### src/rtl/tfn_pkg.sv
// ----------------------------------------------------------------------------
// tfn_pkg
// Shared types and constants for the triangle face normal assembler.
// ----------------------------------------------------------------------------
package tfn_pkg;

   localparam int COORD_W  = 16;
   localparam int NORM_F   = 14;
   localparam int NORM_W   = NORM_F + 2;
   localparam int IDX_W    = 13;

   typedef enum logic [1:0] {
      ST_OK      = 2'd0,
      ST_DEGEN   = 2'd1,
      ST_BAD_IDX = 2'd2,
      ST_FULL    = 2'd3
   } status_type;

   typedef struct packed {
      logic                       mode;
      logic signed [COORD_W-1:0]  coord_x;
      logic signed [COORD_W-1:0]  coord_y;
      logic signed [COORD_W-1:0]  coord_z;
      logic [IDX_W-1:0]           corner_index_a;
      logic [IDX_W-1:0]           corner_index_b;
      logic [IDX_W-1:0]           corner_index_c;
   } req_type;

   typedef struct packed {
      logic [1:0]                 corner;
      logic signed [COORD_W-1:0]  vertex_x;
      logic signed [COORD_W-1:0]  vertex_y;
      logic signed [COORD_W-1:0]  vertex_z;
      logic signed [NORM_W-1:0]   normal_x;
      logic signed [NORM_W-1:0]   normal_y;
      logic signed [NORM_W-1:0]   normal_z;
      logic [1:0]                 status;
      logic                       last;
   } rsp_type;

   typedef enum logic [3:0] {
      S_IDLE, S_RD_A, S_RD_B, S_RD_C, S_RD_W, S_CROSS, S_SQ, S_SQRT,
      S_DIV, S_EMIT_V, S_EMIT_F, S_EMIT_E
   } state_type;

   // Commands from controller to datapath.
   typedef struct packed {
      logic       rd_en;
      logic [1:0] rd_sel;     // which corner index addresses the store
      logic       cap_en;     // capture read data
      logic [1:0] cap_sel;    // into which corner
      logic       cross_en;
      logic       sq_en;
      logic       sqrt_start;
      logic       sqrt_step;
      logic       div_start;
      logic       div_step;
   } cmd_type;

   typedef struct packed {
      logic       cross_zero;
      logic       sqrt_done;
      logic       div_done;
   } sts_type;

endpackage

### src/rtl/tfn_ctrl.sv
// ----------------------------------------------------------------------------
// tfn_ctrl
// Sequencer for face items: store reads, cross product, root, divisions.
// ----------------------------------------------------------------------------
module tfn_ctrl (
   input  logic                 clock,
   input  logic                 reset,
   input  logic                 start,
   input  tfn_pkg::sts_type     sts,
   output tfn_pkg::cmd_type     cmd,
   output logic                 done,
   output logic                 degen
);
   import tfn_pkg::*;

   state_type state_ff, state_in;
   logic      degen_ff, degen_in;

   always_ff @(posedge clock) begin
      if (reset) begin
         state_ff <= S_IDLE;
         degen_ff <= 1'b0;
      end else begin
         state_ff <= state_in;
         degen_ff <= degen_in;
      end
   end

   always_comb begin
      state_in = state_ff;
      degen_in = degen_ff;
      cmd      = '0;
      done     = 1'b0;
      case (state_ff)
         S_IDLE: begin
            if (start) begin
               cmd.rd_en  = 1'b1;
               cmd.rd_sel = 2'd0;
               state_in   = S_RD_A;
            end
         end
         S_RD_A: begin
            cmd.rd_en   = 1'b1;
            cmd.rd_sel  = 2'd1;
            cmd.cap_en  = 1'b1;
            cmd.cap_sel = 2'd0;
            state_in    = S_RD_B;
         end
         S_RD_B: begin
            cmd.rd_en   = 1'b1;
            cmd.rd_sel  = 2'd2;
            cmd.cap_en  = 1'b1;
            cmd.cap_sel = 2'd1;
            state_in    = S_RD_C;
         end
         S_RD_C: begin
            cmd.cap_en  = 1'b1;
            cmd.cap_sel = 2'd2;
            state_in    = S_CROSS;
         end
         S_CROSS: begin
            cmd.cross_en = 1'b1;
            state_in     = S_SQ;
         end
         S_SQ: begin
            cmd.sq_en = 1'b1;
            degen_in  = sts.cross_zero;
            state_in  = sts.cross_zero ? S_EMIT_F : S_RD_W;
         end
         S_RD_W: begin
            // The sum of squares of the three components accumulates here.
            if (sts.sqrt_done) begin
               cmd.sqrt_start = 1'b1;
               state_in       = S_SQRT;
            end
         end
         S_SQRT: begin
            cmd.sqrt_step = 1'b1;
            if (sts.sqrt_done) begin
               cmd.sqrt_step = 1'b0;
               cmd.div_start = 1'b1;
               state_in      = S_DIV;
            end
         end
         S_DIV: begin
            cmd.div_step = 1'b1;
            if (sts.div_done) begin
               cmd.div_step = 1'b0;
               state_in     = S_EMIT_F;
            end
         end
         S_EMIT_F: begin
            done     = 1'b1;
            state_in = S_IDLE;
         end
         default: state_in = S_IDLE;
      endcase
   end

   assign degen = degen_ff;
endmodule

### config.mk
export PLATFORM = sky130hd
export DESIGN_NAME = tfn_ctrl
export DESIGN_NICKNAME = d
export VERILOG_FILES = /design/src/rtl/tfn_pkg.sv /design/src/rtl/tfn_ctrl.sv
export SDC_FILE = /design/constraint.sdc
export NUM_CORES = 1
export LEC_CHECK = 0
export ABC_AREA = 0
export BUFFER_PORTS_ARGS = -buffer_cell sky130_fd_sc_hd__buf_2
export CAP_MARGIN = 20
export CORE_AREA = 2 2 39 41
export CTS_BUF_LIST = sky130_fd_sc_hd__clkbuf_16
export DETAILED_ROUTE_END_ITERATION = 8
export DIE_AREA = 0 0 41 43
export HOLD_SLACK_MARGIN = 0.15
export MAX_ROUTING_LAYER = met4
export PLACE_DENSITY = 0.61
export SLEW_MARGIN = 20
export SYNTH_ARGS = -nofsm -noshare
export SYNTH_HDL_FRONTEND = slang
export SYNTH_SLANG_ARGS = --single-unit
### constraint.sdc
create_clock -name clock -period 1.3 [get_ports clock]
set_input_delay 0.13 -clock clock [delete_from_list [all_inputs] [get_ports clock]]
set_output_delay 0.13 -clock clock [all_outputs]
set_load 0.01 [all_outputs]
Word level (Yosys, flattened, before mapping)
Cells that the tools add are included.
W data, S select, Z words.
Storage, ports and cells
  flip-flop bits (word level): 5
  input port bits: 6
  output and inout bits: 14
Operators by class
  eq/ne operators: 13
  multiplexer cells: 18
  reduce and logical (&&, ||, !) cells: 2
Operators by type and width (number)
  $pmux W4 S9: 1
  $mux W4: 5
  $pmux W3 S3: 2
  $eq A4 B3 Y1 const B: 4
  $eq A4 B2 Y1 const B: 2
  $eq A4 B4 Y1 const B: 2
  $ne A2 B2 Y1 const B: 4
  $mux W1: 7
  $eq A4 B1 Y1 const B: 1
  $logic_not A4 Y1: 1
  $mux W2: 2
  $reduce_and A4 Y1: 1
  $mux W3: 1

Longest topological paths before layout
Gate-level depths: netlist of run 1.
  depth after elaboration: 3
  depth in mapped cells: 5

Least setup slack after synthesis of run 1
No wires, ideal clock.
  path kind: register to register
  from: register state_ff[1]
  to: register state_ff[1]
  library setup time: 0.138 ns
  data arrival time: 1.092 ns
  path slack: 0.070 ns
  cell stages (with the launch flop): 5
  period minus slack after synthesis: 1.230 ns
  cells stage by stage: dfxtp_1 buf_6 or2_1 a2111oi_0 a2111oi_1
On the way
  word-level cells in the longest chain between the ends: 3
RTL lines
  start, declared: RTL line tfn_ctrl.sv:16  | state_type state_ff, state_in;
  start signal, assigned: RTL line tfn_ctrl.sv:24  | state_ff <= state_in;
  $eq A4 B3 Y1, or another cell as far along: RTL line tfn_ctrl.sv:34  | case (state_ff)
  $ne A2 B2 Y1 (no source line)
  $reduce_and A4 Y1 (no source line)
Several ways; a longest one is shown, not always the timed one.
A chain may end at the register's enable or synchronous reset.

==> flow_summary.yaml, run 1 <==
drt:
  dr.pass1.iters: 4
  dr_wl_met2_um: 483
  via_count: 495
  wl_per_cell_um: 11.36
  drc_errors: 0
  top_layer: "met4"
  ant_nets: 0
  wl_met1_um: 521
  drt-initial-drc-count: 19
  wl_met3_um: 99
  wirelength_um: 1113
  vias_per_cell: 5.051
worst_setup_path:
  r2r-start: "state_ff[1]$_SDFFE_PP0P_"
  end_kind: "output port"
  critPathLaunchType: "register"
  cp_max_fo: 6
  path_buf_inv: 1
  required_ns: 1.17
  crit_family: "flip-flops"
  crit_start: "state_ff[1]$_SDFFE_PP0P_"
  max_stage_delay_ns: 0.35
  crit_chain: "or2_4 -> o2111a_1 -> buf_2"
  slowest_stage: "dfxtp_4"
  rr_worst_depth: 5
  ff2ff_setup_slack_ns: 0.04
  arrival_ns: 1.21
  path_class: "reg2out"
  timing.rr.end: "state_ff[1]$_SDFFE_PP0P_"
layout:
  layout.cells.non_filler: 98
  nets: 89
  finalInstanceArea_um2: 651.9
  layout_commonest_cell: "buf_2"
  layout_common_cells: "buf_2 (19), nor3_1 (9), buf_4 (6)"
  fillers: 143
  area.growth.synth_to_final_pct: 61.80
  diodes: 0
  drive_gt1_frac: 0.4878
placed_design:
  io_buffers: 19
  pre_cts_ws_ns: -0.01776
  dp_hpwl_um: 814.7
  dpl_cell_area_um2: 518.0
  placedCellCount: 91
  place.gp.congestion: 0.8209
global_route:
  overflow: 0
  grt_start_max_net_pins: 11
  antenna_found_initial: 0
  grt_pass1_wl_um: 1656
  grt_pass1_vias: 396
  grt_use_total: 0.1380
pwr:
  peakVddDrop_mv: 0.8080
  total_power_w: 0.0008106
  p_per_area_nw_per_um2: 1243
  p_leak_nw: 0.2961
timing:
  timing.final.crit_share: 1.029
  finalHoldViolations: 0
  rsz0062_at_grt: "true"
  setup_violations: 1
  period_minus_slack_ns: 1.337
  tns_ns: -0.03745
  fin_ws_ns: -0.03745
  slew_headroom: 0.7494
  clock.fmax_mhz: 747.7
  worstMarginPinSlew_ns: 0.3664
  fin_worst_skew_ns: 0.001744
  slew_violations: 0
cts:
  cts_buffer_depth: 2
  root_buffer: "clkbuf_16"
  ctsHtreeMaxLevel: 1
  cts_made_buffers: 3
  numClockSinks: 5
  cts_tree: "yes"
  cts.clk_slew.worst_paths_ns: 0.03
  clock_latency_ns: 0.22
hold_path:
  min_from: "sts[2]"
  whs_path_depth: 3
  hold_end: "degen$_SDFFE_PP0N_"
  hold_path_class: "in2reg"
die:
  io_pins: 20
  rows: 14
  die_w_um: 41
  die_y_um: 43
  core_area_um2: 1384
  die_area_um2: 1763
  initial_core_util: 0.2911
run_status:
  violations: "negative setup slack"
  status: "finished with violations"
synthesis:
  netlist-cell-type-count: 25
  syn_area_um2: 402.9
  yosysSeqAreaShare: 0.2484
  syn-instance-count: 56
  synth-seq-cells: 5
  yosys_warnings: 0
  avgSynthCellArea_um2: 7.194
  syn_nets: 62
flow_run:
  max_cap_viol_count: 0
[cell type report]
class	instances	area [um^2]	area share
Clock buffer	3	75.07	0.1152
Tap cell	16	20.02	0.03071
Multi-Input combinational cell	44	279.0	0.4280
Inverter	3	11.26	0.01727
Sequential cell	5	112.6	0.1727
Timing Repair Buffer	26	150.1	0.2303
Clock inverter	1	3.754	0.005758
[metrics by stage]
step,hold slack (ns),util
3_5_place_dp,0.3695,0.3743
5_1_grt,0.1975,0.4711
3_3_place_gp,0.3682,0.3743
2_1_floorplan,0.1991,-
6_report,0.1714,0.4711
4_1_cts,0.1730,0.4602
[per-layer routing]
layer / GRT usage / vias up
met4: 0.1000 / 0
met1: 0.1968 / 216
met2: 0.1719 / 23
met5: - / -
met3: 0.01571 / 2
li1: - / 254
[worst max path at each step]
stage / endpoint / cells after the start / slack, ns
finish: cmd[11] / 3 / -0.04
global route: cmd[11] / 3 / -0.06
CTS: cmd[11] / 3 / -0.03
detailed placement: state_ff[3]$_SDFFE_PP0P_ / 4 / -0.02
global placement: state_ff[1]$_SDFFE_PP0P_ / 3 / -0.05
floorplan: state_ff[1]$_SDFFE_PP0P_ / 4 / 0.07
[registers in the layout, indices dropped and copies added (netlist names)]
name	cells
degen	1
state_ff	4
[tightest hold or removal path, cell delays in order]
cell and delay, ns:
buf_2 0.11, nand2_1 0.05, a21oi_1 0.05
[report_power, final]
group          leakage [nW]  switching (W)  internal (W)
Sequential           0.0433      0.0000149      0.000161
Combinational         0.211      0.0000723     0.0000749
Clock                0.0423      0.0000898      0.000397
Total                 0.296       0.000177      0.000633
[logic make-up (layout without fill, tap and decap cells)]
group,count (synthesis),count (layout),share of synthesized area
flops,5,5,0.2485
compound gates,17,17,0.2888
simple gates,27,27,0.3603
buf+inv,7,33,0.1025
[synth_stat cells]
cell       number  share of area
a2111oi_0       1          0.022
a2111oi_1       1          0.025
a211oi_1        1          0.019
a21oi_1         5          0.062
a31oi_1         1          0.016
and3b_1         1          0.022
buf_4           2          0.037
buf_6           1          0.028
clkbuf_1        1         0.0093
dfxtp_1         5           0.25
inv_1           2          0.019
inv_2           1         0.0093
nand2_1         2          0.019
nand2b_1        3          0.047
nand2b_4        1          0.034
nand3_1         2          0.025
nor2_1          6          0.056
nor2b_1         2          0.031
nor3_1          9           0.11
o2111a_1        1          0.028
o21a_1          2          0.037
o21ai_0         3          0.037
o21ai_1         1          0.012
o22ai_2         1          0.031
or2_1           1          0.016
[what timing repair did]
item / in CTS / in global routing
setup endpoints to repair: 14 / 9
resized for setup: 8 / 5
hold buffers: 1 / 0
endpoints found under the hold margin: 5 / 0
pin swaps: 1 / 0
setup buffers: 2 / 0
Power figures use the tool's default switching activity.
==> run 2: changes to the inputs <==
--- a/config.mk
+++ b/config.mk
@@ -5,7 +5,7 @@
 export SDC_FILE = /design/constraint.sdc
 export NUM_CORES = 1
 export LEC_CHECK = 0
-export ABC_AREA = 0
+export ABC_AREA = 1
 export BUFFER_PORTS_ARGS = -buffer_cell sky130_fd_sc_hd__buf_2
 export CAP_MARGIN = 20
 export CORE_AREA = 2 2 39 41
@@ -14,7 +14,7 @@
 export DIE_AREA = 0 0 41 43
 export HOLD_SLACK_MARGIN = 0.15
 export MAX_ROUTING_LAYER = met4
-export PLACE_DENSITY = 0.61
+export PLACE_DENSITY = 0.65
 export SLEW_MARGIN = 20
 export SYNTH_ARGS = -nofsm -noshare
 export SYNTH_HDL_FRONTEND = slang
==> run 2 against run 1 <==
The run now ends clean. Sequential share of layout area is 1.1 points lower. Via count rose by 1.0%. Sequential cell count unchanged. Critical path depth up 3. Clock skew is 0.00071 ns higher. Count of clock-buffer cells in the layout is the same. Critical path type unchanged.
==> flow_summary.yaml, run 2 <==
die:
  core_area_um2: 1384
  die_w_um: 41
  io_pins: 20
  rows: 14
  die_y_um: 43
  initial_core_util: 0.3264
  die_area_um2: 1763
worst_setup_path:
  critPathLaunchType: "register"
  rr_worst_depth: 7
  required_ns: 1.17
  r2r-start: "state_ff[1]$_SDFFE_PP0P_"
  cp_max_fo: 4
  path_class: "reg2out"
  timing.rr.end: "state_ff[3]$_SDFFE_PP0P_"
  ff2ff_setup_slack_ns: 0.14
  arrival_ns: 1.12
  end_kind: "output port"
  crit_start: "state_ff[3]$_SDFFE_PP0P_"
  crit_path_end: "cmd[11]"
placed_design:
  place.gp.congestion: 0.7725
  dp_hpwl_um: 895.6
  io_buffers: 19
  placedCellCount: 106
  pre_cts_ws_ns: 0.09613
timing:
  slew_violations: 0
  fin_worst_skew_ns: 0.002453
  hold_ws_ns: 0.2187
  clock.fmax_mhz: 800.0
  rsz0062_at_grt: "false"
  fin_ws_ns: 0.05000
  period_minus_slack_ns: 1.250
  setup_violations: 0
  timing.final.crit_share: 0.9615
  worstMarginPinSlew_ns: 0.1831
  finalHoldViolations: 0
  slew_headroom: 0.8775
  tns_ns: 0
global_route:
  grt_pass1_vias: 462
  grt_pass1_wl_um: 1918
  grt_start_max_net_pins: 9
  antenna_found_initial: 0
  grt_use_total: 0.1614
  overflow: 0
synthesis:
  synthMuxAreaShare: 0
  syn_area_um2: 451.7
  synth_area_leaders: "dfxtp_1 (22%), nand2_1 (9.1%), inv_1 (8.3%), nand2_2 (8.3%), nor2_1 (8.3%)"
  yosys_warnings: 0
  synth_top_family_by_area: "simple AND/OR/NAND/NOR gates"
  avgSynthCellArea_um2: 6.187
  syn_nets: 79
  yosysTopAreaCellShare: 0.2216
  synth-edff-count: 0
  synth_common_cells: "nand2_1 (11), inv_1 (10), nor2_1 (10)"
  syn-instance-count: 73
  yosys.area_share.simple: 0.5235
  synthFlopType: "dfxtp_1"
  synthXorXnorAreaFrac: 0
  yosysSeqAreaShare: 0.2216
  synth_compound_area_frac: 0.08864
  ys_async_sr_fraction: 0
  yosysMostFrequentCell: "nand2_1"
  synth_top_area_cell: "dfxtp_1"
  netlist-cell-type-count: 18
  synth-seq-cells: 5
  post_synth_fa_ha_maj_area_fraction: 0
drt:
  drt-initial-drc-count: 7
  via_count: 500
  vias_per_cell: 4.464
  drc_errors: 0
  wirelength_um: 1246
  ant_nets: 0
  dr.pass1.iters: 4
  wl_per_cell_um: 11.13
cts:
  clock_latency_ns: 0.23
  cts_made_buffers: 3
  numClockSinks: 5
  cts_buffer_depth: 2
  cts_tree: "yes"
  cts.clk_slew.worst_paths_ns: 0.04
  root_buffer: "clkbuf_16"
  ctsHtreeMaxLevel: 1
layout:
  nets: 103
  diodes: 0
  largest_register: "state_ff"
  layout_commonest_cell: "buf_2"
  fillers: 145
  drive_gt1_frac: 0.5104
  layout.cells.non_filler: 112
  largest_reg_flops: 4
  layout_common_cells: "buf_2 (19), nor2_1 (10), nand2_1 (10), inv_1 (10), nand2_2 (6)"
  area.growth.synth_to_final_pct: 50.69
flow_run:
  max_cap_viol_count: 0
run_status:
  status: "completed"
pwr:
  total_power_w: 0.001526
  peakVddDrop_mv: 1.016
  p_per_area_nw_per_um2: 2242
  p_leak_nw: 0.3807
hold_path:
  hold_path_class: "in2reg"
run 2: cell count changes after synthesis, moves of 4 or more:
cell,change
nand2_1,+9
inv_1,+8
nand2_2,+6
nor3_1,-5
inv_2,+4
nor2_1,+4
run 2: cell families after synthesis:
family                 Yosys count
buffers and inverters           17
flip-flops                       5
AO/OA/AOI/OAI                    7
AND/OR/NAND/NOR                 44
run 2: cell type report:
cell class / instances / area (um^2) / area share
Inverter: 15 / 63.81 / 0.09375
Sequential cell: 5 / 110.1 / 0.1618
Tap cell: 16 / 20.02 / 0.02941
Timing Repair Buffer: 21 / 112.6 / 0.1654
Clock buffer: 3 / 75.07 / 0.1103
Multi-Input combinational cell: 51 / 294.0 / 0.4320
Clock inverter: 1 / 5.005 / 0.007353
run 2: layer usage:
layer	vias to the layer above	global-route usage	routed length (um)
li1	270	-	-
met1	213	0.2179	566
met2	17	0.2406	601
met3	0	0.01571	77
met4	0	0.06000	0
met5	-	-	0
run 2: what timing repair did:
item                                   in CTS  in global routing
setup buffers                               1                  0
setup endpoints to repair                   6                  8
resized for setup                           5                  8
hold buffers                                1                  0
pin swaps                                   0                  0
endpoints found under the hold margin       4                  0
run 2: metrics by stage:
stage	utilization	cell area, um^2
CTS	0.4738	655.6
floorplan	-	451.7
finish	0.4919	680.7
global placement	0.3960	548.0
global route	0.4919	680.7
detailed placement	0.3960	548.0
run 2: report_power, final:
| part | total, W | leakage (nW) | switching [W] | internal, W |
|---|---|---|---|---|
| logic | 0.000741 | 0.297 | 0.000439 | 0.000302 |
| registers | 0.000280 | 0.0430 | 0.0000760 | 0.000204 |
| clock network | 0.000506 | 0.0409 | 0.000104 | 0.000402 |
| total | 0.00153 | 0.381 | 0.000618 | 0.000908 |
run 2: how the worst min path moves through the flow:
stage | start | endpoint | slack [ns] | cells past startpoint
2_1_floorplan | reset | degen$_SDFFE_PP0N_ | 0.20 | 1
3_3_place_gp | reset | state_ff[2]$_SDFFE_PP0P_ | 0.37 | 2
3_5_place_dp | reset | state_ff[3]$_SDFFE_PP0P_ | 0.37 | 2
4_1_cts | sts[0] | state_ff[3]$_SDFFE_PP0P_ | 0.22 | 4
5_1_grt | sts[0] | state_ff[3]$_SDFFE_PP0P_ | 0.25 | 4
6_report | sts[0] | state_ff[3]$_SDFFE_PP0P_ | 0.22 | 4
run 2: worst max-delay path, cell delays in order (launching register included):
cell and delay [ns]:
dfxtp_4 0.36, inv_6 0.07, nand2_4 0.07, nor2_4 0.09
nand2_2 0.07, o31ai_2 0.06, buf_2 0.17
==> run 3: changes to the inputs <==
--- a/config.mk
+++ b/config.mk
@@ -8,13 +8,15 @@
 export ABC_AREA = 1
 export BUFFER_PORTS_ARGS = -buffer_cell sky130_fd_sc_hd__buf_2
 export CAP_MARGIN = 20
-export CORE_AREA = 2 2 39 41
+export CELL_PAD_IN_SITES_DETAIL_PLACEMENT = 1
+export CELL_PAD_IN_SITES_GLOBAL_PLACEMENT = 1
+export CORE_MARGIN = 2
+export CORE_UTILIZATION = 26
 export CTS_BUF_LIST = sky130_fd_sc_hd__clkbuf_16
 export DETAILED_ROUTE_END_ITERATION = 8
-export DIE_AREA = 0 0 41 43
 export HOLD_SLACK_MARGIN = 0.15
 export MAX_ROUTING_LAYER = met4
-export PLACE_DENSITY = 0.65
+export PLACE_DENSITY = 0.73
 export SLEW_MARGIN = 20
 export SYNTH_ARGS = -nofsm -noshare
 export SYNTH_HDL_FRONTEND = slang
==> run 3 against run 2 <==
Critical path depth stayed put. Die area rose by 18%. Global-route usage down 0.86 points. Sequential share of layout area decreased by 0.072 points.
==> flow_summary.yaml, run 3 (synthesized netlist as in run 2, its figures left out) <==
timing:
  period_minus_slack_ns: 1.274
  finalHoldViolations: 0
  setup_violations: 0
  rsz0062_at_grt: "true"
  worstMarginPinSlew_ns: 0.2088
  timing.final.crit_share: 0.9799
  fin_worst_skew_ns: 0.001599
  clock.fmax_mhz: 785.0
  fin_ws_ns: 0.02617
  slew_violations: 0
  slew_headroom: 0.8593
cts:
  cts_made_buffers: 3
  ctsHtreeMaxLevel: 1
  clock_latency_ns: 0.23
  cts.clk_slew.worst_paths_ns: 0.03
  cts_buffer_depth: 2
  cts_tree: "yes"
  root_buffer: "clkbuf_16"
  numClockSinks: 5
drt:
  drt-initial-drc-count: 6
  drc_errors: 0
  wl_per_cell_um: 11.93
  via_count: 532
  ant_nets: 0
  dr.pass1.iters: 4
  wirelength_um: 1348
  vias_per_cell: 4.708
layout:
  finalInstanceArea_um2: 668.1
  nets: 103
  layout_commonest_cell: "buf_2"
  largest_reg_flops: 4
  fillers: 231
  diodes: 0
  drive_gt1_frac: 0.4792
  layout_common_cells: "buf_2 (19), nand2_1 (11), inv_1 (11)"
  area.growth.synth_to_final_pct: 47.92
  largest_register: "state_ff"
die:
  rows: 15
  initial_core_util: 0.2704
  io_pins: 20
  die_area_um2: 2087
  die_w_um: 45.68
  core_area_um2: 1670
  die_y_um: 45.68
worst_setup_path:
  path_class: "reg2out"
  ff2ff_setup_slack_ns: 0.14
  r2r-start: "state_ff[3]$_SDFFE_PP0P_"
  rr_worst_depth: 8
  end_kind: "output port"
  cp_max_fo: 4
  critPathLaunchType: "register"
  crit_start: "state_ff[3]$_SDFFE_PP0P_"
  timing.rr.end: "state_ff[1]$_SDFFE_PP0P_"
  arrival_ns: 1.14
  required_ns: 1.17
global_route:
  grt_pass1_wl_um: 2166
  grt_pass1_vias: 500
  grt_use_total: 0.1528
  overflow: 0
  antenna_found_initial: 0
  grt_start_max_net_pins: 9
pwr:
  p_leak_nw: 0.3806
  p_per_area_nw_per_um2: 2207
  peakVddDrop_mv: 1.416
placed_design:
  pre_cts_ws_ns: 0.07738
  dp_hpwl_um: 1109
  dpl_cell_area_um2: 549.3
  io_buffers: 19
  place.gp.congestion: 0.8502
hold_path:
  whs_path_depth: 4
  hold_path_class: "in2reg"
  hold_end: "state_ff[3]$_SDFFE_PP0P_"
  min_from: "sts[0]"
run_status:
  status: "completed"
flow_run:
  max_cap_viol_count: 0
## run 3: cell types whose count changed in the layout (fill, tap and decap cells not counted), sizes merged
cell	change
clkinv	-1
inv	+1
## run 3: layout make-up
class / instances / area [um^2] / area share
timing repair buffer: 21 / 112.6 / 0.1685
inverter: 15 / 61.31 / 0.09176
multi-input combinational: 51 / 286.5 / 0.4288
tap: 17 / 21.27 / 0.03184
sequential: 5 / 107.6 / 0.1610
clock inverter: 1 / 3.754 / 0.005618
clock buffer: 3 / 75.07 / 0.1124
## run 3: per-layer routing
layer | vias to the layer above | wire (um) | global-route usage | part of all wire
li1 | 272 | - | - | -
met1 | 240 | 620 | 0.1853 | 0.46
met2 | 16 | 643 | 0.2451 | 0.48
met3 | 4 | 55 | 0.01190 | 0.041
met4 | 0 | 29 | 0.08824 | 0.022
met5 | - | 0 | - | 0
## run 3: worst max-delay path by stage
stage / to / slack (ns) / cells after the start
floorplan: state_ff[0]$_SDFFE_PP0P_ / 0.26 / 9
global placement: state_ff[0]$_SDFFE_PP0P_ / 0.10 / 7
detailed placement: state_ff[0]$_SDFFE_PP0P_ / 0.08 / 8
CTS: cmd[11] / 0.0009 / 4
global route: cmd[5] / -0.06 / 4
finish: cmd[11] / 0.03 / 6
## run 3: where the power goes
part | internal, W | total (W) | switching (W)
clock network | 0.000398 | 0.000496 | 0.0000983
registers | 0.000198 | 0.000278 | 0.0000794
logic | 0.000282 | 0.000701 | 0.000418
total | 0.000879 | 0.00147 | 0.000596
## run 3: what timing repair did
item                       in CTS  in global routing
setup buffers                   1                  0
setup endpoints to repair       8                  6
gates resized for setup         4                  5
pin swaps                       0                  1
hold endpoints to repair        4                  0
hold buffers                    1                  0
## run 3: per-stage QoR
step / instances / util / hold WS (ns) / total power [W] / TNS, ns
after global routing: 113 / 0.4000 / 0.2402 / 0.001605 / -0.1972
after CTS: 113 / 0.3895 / 0.2180 / 0.001469 / 0
final: 113 / 0.4000 / 0.2113 / 0.001475 / 0
after global placement: 107 / 0.3288 / 0.3622 / 0.0009000 / 0
after detailed placement: 107 / 0.3288 / 0.3642 / 0.0009195 / 0
after floorplan: 73 / - / 0.1991 / 0.0007582 / 0
## run 3: critical path, stage by stage, from the launching register on
cell     delay, ns
dfxtp_4       0.36
inv_4         0.08
nand2_4       0.07
nor2_4        0.10
nand2_1       0.07
o31ai_1       0.07
buf_2         0.17
